**src/hdl/rrbc_pkg.sv**
```systemverilog
`timescale 1ns / 1ps
`default_nettype none
// ----------------------------------------------------------------------------
// rrbc_pkg
// Shared types and constants for the cartridge ROM/RAM bank controller.
// ----------------------------------------------------------------------------
package rrbc_pkg;

  // Bus access kinds
  localparam logic OP_READ  = 1'b0;
  localparam logic OP_WRITE = 1'b1;

  // Address windows, decoded from address[15:13]
  localparam logic [2:0] RNG_ENABLE  = 3'b000;  // 0x0000-0x1FFF
  localparam logic [2:0] RNG_ROM_SEL = 3'b001;  // 0x2000-0x3FFF
  localparam logic [2:0] RNG_RAM_SEL = 3'b010;  // 0x4000-0x5FFF
  localparam logic [2:0] RNG_RAM     = 3'b101;  // 0xA000-0xBFFF

  localparam logic [3:0]  RAM_EN_KEY      = 4'hA;
  localparam logic [7:0]  RAM_CLOSED_DATA = 8'hFF;
  localparam logic [19:0] BANK0_END       = 20'h04000;
  localparam int unsigned ROM_OFS_W       = 14;   // 16 KiB ROM bank
  localparam int unsigned RAM_OFS_W       = 13;   // 8 KiB RAM bank
  localparam int unsigned MEM_AW_MAX      = 15;   // largest store index width

  typedef struct packed {
    logic        op;
    logic [15:0] address;
    logic [7:0]  write_data;
  } req_t;

  typedef struct packed {
    logic [7:0]  read_data;
    logic        from_rom;
    logic [19:0] rom_address;
  } rsp_t;

  // Request to the RAM store
  typedef struct packed {
    logic                  we;
    logic [MEM_AW_MAX-1:0] addr;
    logic [7:0]            wdata;
  } mem_req_t;

  // What the result stage needs to know about the beat in flight
  typedef struct packed {
    logic        valid;
    logic        ram_rd;
    logic        ram_en;
    logic        from_rom;
    logic [19:0] rom_address;
  } stage_t;

  typedef enum logic {
    ST_CLEAR,
    ST_RUN
  } state_e;

endpackage
`default_nettype wire

```
**src/hdl/rrbc_ctrl.sv**
```systemverilog
`timescale 1ns / 1ps
`default_nettype none
// ----------------------------------------------------------------------------
// rrbc_ctrl
// Bank registers, address decode, store addressing and the reset clear pass.
// ----------------------------------------------------------------------------
module rrbc_ctrl #(
  parameter int unsigned RAM_BYTES = 32768
) (
  input  wire logic               clk_i,
  input  wire logic               rst_ni,
  input  wire logic               start,
  input  wire rrbc_pkg::req_t     req_i,
  output logic                    busy,
  output rrbc_pkg::mem_req_t      mem_req_o,
  output rrbc_pkg::stage_t        stage_o
);

  localparam int unsigned AW    = $clog2(RAM_BYTES);
  localparam int unsigned RAW_W = rrbc_pkg::MEM_AW_MAX;
  localparam int unsigned QMAX  = (32768 - 1) / RAM_BYTES;

  rrbc_pkg::state_e state_q, state_d;
  logic [AW-1:0]    clr_cnt_q, clr_cnt_d;
  logic [4:0]       rom_bank_q, rom_bank_d;
  logic [1:0]       ram_bank_q, ram_bank_d;
  logic             ram_en_q, ram_en_d;

  logic             accept;
  logic [2:0]       rng;
  logic [RAW_W-1:0] raw_idx;
  logic [RAW_W-1:0] wrap_sub;
  logic [RAW_W-1:0] ram_idx;
  logic [19:0]      banked_addr;

  // Busy for the whole clear pass, reset included.
  assign busy   = (state_q == rrbc_pkg::ST_CLEAR);
  assign accept = start && !busy;
  assign rng    = req_i.address[15:13];

  // Bank-relative index, then wrap at the store size (value < 2^15).
  assign raw_idx = {ram_bank_q, req_i.address[rrbc_pkg::RAM_OFS_W-1:0]};

  always_comb begin
    wrap_sub = '0;
    for (int unsigned k = 1; k <= QMAX; k++) begin
      if ({1'b0, raw_idx} >= 16'(k * RAM_BYTES)) begin
        wrap_sub = RAW_W'(k * RAM_BYTES);
      end
    end
  end

  assign ram_idx = raw_idx - wrap_sub;

  assign banked_addr = {1'b0, rom_bank_q, {rrbc_pkg::ROM_OFS_W{1'b0}}}
                     + {4'b0, req_i.address} - rrbc_pkg::BANK0_END;

  always_ff @(posedge clk_i or negedge rst_ni) begin
    if (!rst_ni) begin
      state_q    <= rrbc_pkg::ST_CLEAR;
      clr_cnt_q  <= '0;
      rom_bank_q <= 5'd1;
      ram_bank_q <= '0;
      ram_en_q   <= 1'b0;
    end else begin
      state_q    <= state_d;
      clr_cnt_q  <= clr_cnt_d;
      rom_bank_q <= rom_bank_d;
      ram_bank_q <= ram_bank_d;
      ram_en_q   <= ram_en_d;
    end
  end

  always_comb begin
    state_d    = state_q;
    clr_cnt_d  = clr_cnt_q;
    rom_bank_d = rom_bank_q;
    ram_bank_d = ram_bank_q;
    ram_en_d   = ram_en_q;

    mem_req_o.we    = 1'b0;
    mem_req_o.addr  = RAW_W'(ram_idx[AW-1:0]);
    mem_req_o.wdata = req_i.write_data;

    stage_o.valid       = accept;
    stage_o.ram_rd      = 1'b0;
    stage_o.ram_en      = ram_en_q;
    stage_o.from_rom    = 1'b0;
    stage_o.rom_address = '0;

    case (state_q)
      rrbc_pkg::ST_CLEAR: begin
        mem_req_o.we    = 1'b1;
        mem_req_o.addr  = RAW_W'(clr_cnt_q);
        mem_req_o.wdata = '0;
        clr_cnt_d       = clr_cnt_q + 1'b1;
        if (clr_cnt_q == AW'(RAM_BYTES - 1)) begin
          state_d = rrbc_pkg::ST_RUN;
        end
      end
      rrbc_pkg::ST_RUN: begin
        if (accept && req_i.op == rrbc_pkg::OP_WRITE) begin
          case (rng)
            rrbc_pkg::RNG_ENABLE: begin
              ram_en_d = (req_i.write_data[3:0] == rrbc_pkg::RAM_EN_KEY);
            end
            rrbc_pkg::RNG_ROM_SEL: begin
              rom_bank_d = (req_i.write_data[4:0] == 5'd0) ? 5'd1
                                                          : req_i.write_data[4:0];
            end
            rrbc_pkg::RNG_RAM_SEL: begin
              ram_bank_d = req_i.write_data[1:0];
            end
            rrbc_pkg::RNG_RAM: begin
              mem_req_o.we = ram_en_q;
            end
            default: begin
            end
          endcase
        end else if (accept) begin
          if (req_i.address[15:14] == 2'b00) begin
            stage_o.from_rom    = 1'b1;
            stage_o.rom_address = {4'b0, req_i.address};
          end else if (rng == rrbc_pkg::RNG_RAM) begin
            stage_o.ram_rd = 1'b1;
          end else begin
            stage_o.from_rom    = 1'b1;
            stage_o.rom_address = banked_addr;
          end
        end
      end
      default: begin
        state_d = rrbc_pkg::ST_CLEAR;
      end
    endcase
  end

endmodule
`default_nettype wire

```
**config.mk**
```make
export PLATFORM = sky130hd
export DESIGN_NAME = rrbc_ctrl
export DESIGN_NICKNAME = d
export VERILOG_FILES = /design/src/hdl/rrbc_pkg.sv /design/src/hdl/rrbc_ctrl.sv
export SDC_FILE = /design/constraint.sdc
export NUM_CORES = 1
export LEC_CHECK = 0
export CAP_MARGIN = 20
export CORE_UTILIZATION = 41
export CTS_BUF_LIST = sky130_fd_sc_hd__clkbuf_8
export CTS_CLUSTER_SIZE = 24
export DETAILED_ROUTE_END_ITERATION = 8
export DONT_BUFFER_PORTS = 1
export MAX_ROUTING_LAYER = met4
export PLACE_DENSITY = 0.52
export SYNTH_ARGS = -nofsm -noshare
export SYNTH_HDL_FRONTEND = slang
export SYNTH_SLANG_ARGS = --single-unit
export TNS_END_PERCENT = 20
```
**constraint.sdc**
```tcl
create_clock -name clk_i -period 2.65 [get_ports clk_i]
set_input_delay 0.53 -clock clk_i [delete_from_list [all_inputs] [get_ports clk_i]]
set_output_delay 0.53 -clock clk_i [all_outputs]
set_load 0.01 [all_outputs]
```
======== Word level (Yosys, flattened, before mapping) ========
Index checks and enable logic that the tools add are counted.
word-level totals
  logic and storage cells ................. 39
  output and inout bits ................... 49
  bits of input ports ..................... 28
  flip-flop bits (word level) ............. 24
cells by class
  reductions and logical operators ........ 8
  muxes and demuxes ....................... 17
  equality and inequality tests ........... 5
  bitwise gates (word level) .............. 1
  add/sub/neg operators ................... 3
operators by type and width
  cell                    number
  $mux 21                 5
  $mux 23                 1
  $add 19x16->20          1
  $sub 20x15->20 const B  1
  $add 15x1->15 const B   1
  $eq 15x15->1 const B    1
  $mux 1                  9
  $reduce_and 3->1        3
  $logic_not 5->1         1
  $mux 5                  1
  $eq 4x4->1 const B      1
  $eq 3x1->1 const B      1
  $eq 3x2->1 const B      1
  $eq 3x3->1 const B      1
  $logic_not 3->1         1
  $logic_and 1x1->1       2
  $logic_not 2->1         1
  $pmux 1 s2              1
  $not 1->1               1

======== Depth between registers and ports, before layout ========
  depth in word-level cells ............... 7
  mapped depth ............................ 9
  depth with buffers taken out ............ 8

======== Worst setup path after synthesis ========
Ideal clock, no wire load.
  kind .................................... input to output
  start ................................... input port req_i[22] in the netlist's numbering
  end ..................................... output port stage_o[19] in the netlist's numbering
  required time ........................... 2.120 ns
  buffers on the path ..................... 1
  arrival ................................. 2.147 ns
  stages .................................. 9
  path slack .............................. -0.027 ns
  cell sequence ........................... buf_2 > inv_1 > ha_1 > inv_1 > ha_1 > fa_1 > a21o_1 > a21oi_1 > mux2i_1
RTL lines
  item                line             source
  start: declaration  rrbc_ctrl.sv:13  input wire rrbc_pkg::req_t req_i,
  end: declaration    rrbc_ctrl.sv:16  output rrbc_pkg::stage_t stage_o

==> qor.csv <==
stage;metric;value;unit
run_status;status;completed;
route;DRT Pass-1 Iters;4;
synth;register area share after synthesis;35.4;%
worst_setup_path;crit path launch type;flip-flop;
synth;top-count cell post-synth;dfrtp_1;
finish;layout cells sized above 1;22.3;%
timing;Fin. Hold Viols;0;
timing;final period utilization;99.3;%
timing;minimum clock period;2.63;ns
route;via/cell ratio;5.45;
synth;simple-gate share of the synthesized area;23.2;%
worst_setup_path;Critical Path Max Stage Delay;0.35;ns
worst_setup_path;Setup crit end kind;primary output;
power_and_ir_drop;Flop pwr share;57.4;%
synth;commonest cells in the netlist;dfrtp_1 (23), mux2_2 (21), inv_1 (14);
worst_setup_path;CP dominant cell by count;inv_1;
finish;Layout Cells excl Fill;225;
synth;Cell Area, Synth;1700;um^2
route;post-detailed-routing wire length;3730;um
finish;final instance area;1850;um^2
synth;Post-Synth XOR/XNOR Area;7.72;%
worst_setup_path;WP buf/inv;2;
power_and_ir_drop;Net Sw Frac;19.5;%
floorplan;Total Die Area;4410;um^2
grt;initial antenna violation count;0;
placement;Final Wtd Congestion;0.700;
synth;post-synthesis compound-gate area fraction;5.96;%
synth;top cells by area, synth;dfrtp_1 (34%), mux2_2 (14%), ha_1 (5.1%);
run;Max-cap violations;0;
timing;worst relative slew slack;67.0;%
floorplan;chip height;66.4;um
worst_setup_path;worst endpoint data arrival time;2.10;ns
timing;Worst-Margin Slew;0.493;ns
clock_network;clock-pin slew on the worst setup and hold paths;0.08;ns
worst_setup_path;Slowest-stage cell, CP;dfrtp_1;
worst_setup_path;Worst R2R Start;state_q;
worst_setup_path;Critical Path Fanout Max;2;
worst_setup_path;flop2flop setup slack;0.97;ns
worst_setup_path;number of cells on the critical path;8;
route;Routed Antenna Nets;0;
power_and_ir_drop;Logic pwr share;5.1;%
synth;Post-synth EDFFs;0;
power_and_ir_drop;switching pwr;0.124;mW
timing;RSZ-0062 raised after global routing;true;
synth;syn nets;209;
synth;Synth Instances;173;
power_and_ir_drop;Power Total;0.637;mW
timing;final setup vio count;0;
synth;largest family of logic cells by synthesized area;simple AND/OR/NAND/NOR gates;
placement;# placed instances;217;
synth;Synth area leader;dfrtp_1;
synth;mux share of post-synthesis cell area;15.7;%
worst_setup_path;CP Cell Sequence;inv_1 > ha_1 > inv_1 > ha_2 > fa_2 > a21o_1 > a21oi_2 > mux2i_2;
floorplan;# IOs;77;
synth;number of synthesized register bits;24;
power_and_ir_drop;pwr dens;344;nW/um^2
grt;vias in the first global route;1172;
grt;gr ovfl total;0;
synth;Syn. warnings;0;
finish;synth-to-layout area growth;8.68;%
clock_network;CTS Buffer Depth;2;
placement;DPL Wire Length;2860;um
synth;Post-Syn Area per Cell;9.84;um^2
finish;Antenna diodes;0;
clock_network;TritonCTS clock tree;built;
synth;Synth top area share;33.8;%
clock_network;# clock sinks;24;
route;drc violations;0;
worst_setup_path;critical path's top delay family;adder cells;
timing;Clock Skew;0.00205;ns
synth;adder-cell share of the synthesized area;6.32;%
power_and_ir_drop;Max rail drop VDD;233;uV
synth;ys flop type;dfrtp_1;
worst_setup_path;RR Endpoint;clr_cnt_q[11];
worst_setup_path;kind of critical path;flip-flop to primary output;
floorplan;row count;23;
floorplan;core footprint;4000;um^2
clock_network;worst-skew pair later-pin latency;0.26;ns
grt;first-pass GRT wire length;5750;um
clock_network;CTS root buf;clkbuf_8;
route;DRT iter0 DRCs;44;
grt;total track usage;17.9;%
worst_setup_path;R2R depth;4;
route;routed len/inst;16.6;um
synth;async set-reset flop share out of synthesis;100;%
timing;Fmax achieved;0.380;GHz
power_and_ir_drop;Int Power;0.513;mW
finish;Finished Core Util;46.2;%
floorplan;initial core utilization;42.5;%
timing;Final WS setup;0.0182;ns
power_and_ir_drop;Lkg Pwr;0.874;nW
power_and_ir_drop;Clock power frac;37.4;%
synth;Unique masters post-synth;36;
placement;Placement Setup Slack;0.0113;ns
clock_network;H-tree Lvls;1;
route;Vias;1226;
placement;placed inst area;1740;um^2
finish;final net count;212;
timing;Slew Viols, Final;0;
worst_setup_path;worst path required time;2.12;ns
grt;largest net degree at the start of global routing;24;
placement;port bufs;0;
worst_hold_path;HP Class;primary input to async pin;
floorplan;Die X;66.4;um
clock_network;CTS Buf Count;3;
finish;fillers;391;
per-layer routing:
layer / GRT usage (%) / wire [um] / vias to the layer above
li1: - / - / 605
met1: 21.0 / 1650 / 590
met2: 30.6 / 1880 / 27
met3: 3.10 / 146 / 4
met4: 6.38 / 62 / 0
met5: - / 0 / -
stage by stage:
stage          TNS [ns]  hold slack [ns]
2_1_floorplan         0            0.234
3_3_place_gp          0            0.235
3_5_place_dp          0            0.235
4_1_cts        -0.00388           0.0959
5_1_grt          -0.128           0.0849
6_report              0            0.106
kinds of logic after synthesis:
| kind of cell | Yosys count |
|---|---|
| adder cells (fa/ha/maj) | 8 |
| AND/OR/NAND/NOR | 64 |
| buffers and inverters | 23 |
| AO/OA/AOI/OAI | 15 |
| flip-flops | 24 |
| XOR/XNOR | 15 |
| multiplexers | 24 |
cells in the final DEF (no fill, tap or decap), drive strengths merged, types with 3 or more instances in the layout:
cell type   n
dfrtp      23
mux2       21
inv        14
and3       13
and2       12
xor2        8
xnor2       7
ha          7
nand2       6
nor3        6
nand3       6
buf         6
nor2        5
nor4        5
o21ai       4
o211ai      4
clkbuf      4
nand4       3
mux2i       3
state kept, by name, summed over array words and instances, names as in the netlist:
register / flops
ram_bank_q: 2
ram_en_q: 1
state_q: 1
rom_bank_q: 5
clr_cnt_q: 15
timing repair:
item,CTS,global route
resized for setup,3,0
hold endpoints to repair,23,0
pin swaps,2,2
gates cloned,0,0
endpoints found under the setup margin,1,1
hold buffers,1,0
setup buffers,1,1
how the worst max path moves through the flow:
stage | start | to
2_1_floorplan | req_i[22] | stage_o[19]
3_3_place_gp | req_i[23] | stage_o[19]
3_5_place_dp | req_i[23] | stage_o[19]
4_1_cts | rom_bank_q[1] | stage_o[19]
5_1_grt | rom_bank_q[1] | stage_o[19]
6_report | rom_bank_q[1] | stage_o[19]
cell type report:
type | instances | area (um^2) | area share (%)
inverters | 14 | 52.6 | 2.84
flip-flops and latches | 24 | 602 | 32.5
multi-input cells | 126 | 1010 | 54.9
well taps | 50 | 62.6 | 3.38
repair buffers | 7 | 62.6 | 3.38
clock buffers | 4 | 55.1 | 2.98
power by group through the flow:
| stage | combinational, mW | clock, mW | sequential (mW) |
|---|---|---|---|
| floorplan | 0.0185 | 0 | 0.373 |
| global placement | 0.0192 | 0 | 0.373 |
| detailed placement | 0.0196 | 0 | 0.373 |
| CTS | 0.0298 | 0.249 | 0.366 |
| global route | 0.0375 | 0.267 | 0.366 |
| finish | 0.0326 | 0.239 | 0.366 |
Power figures use the tool's default switching activity.
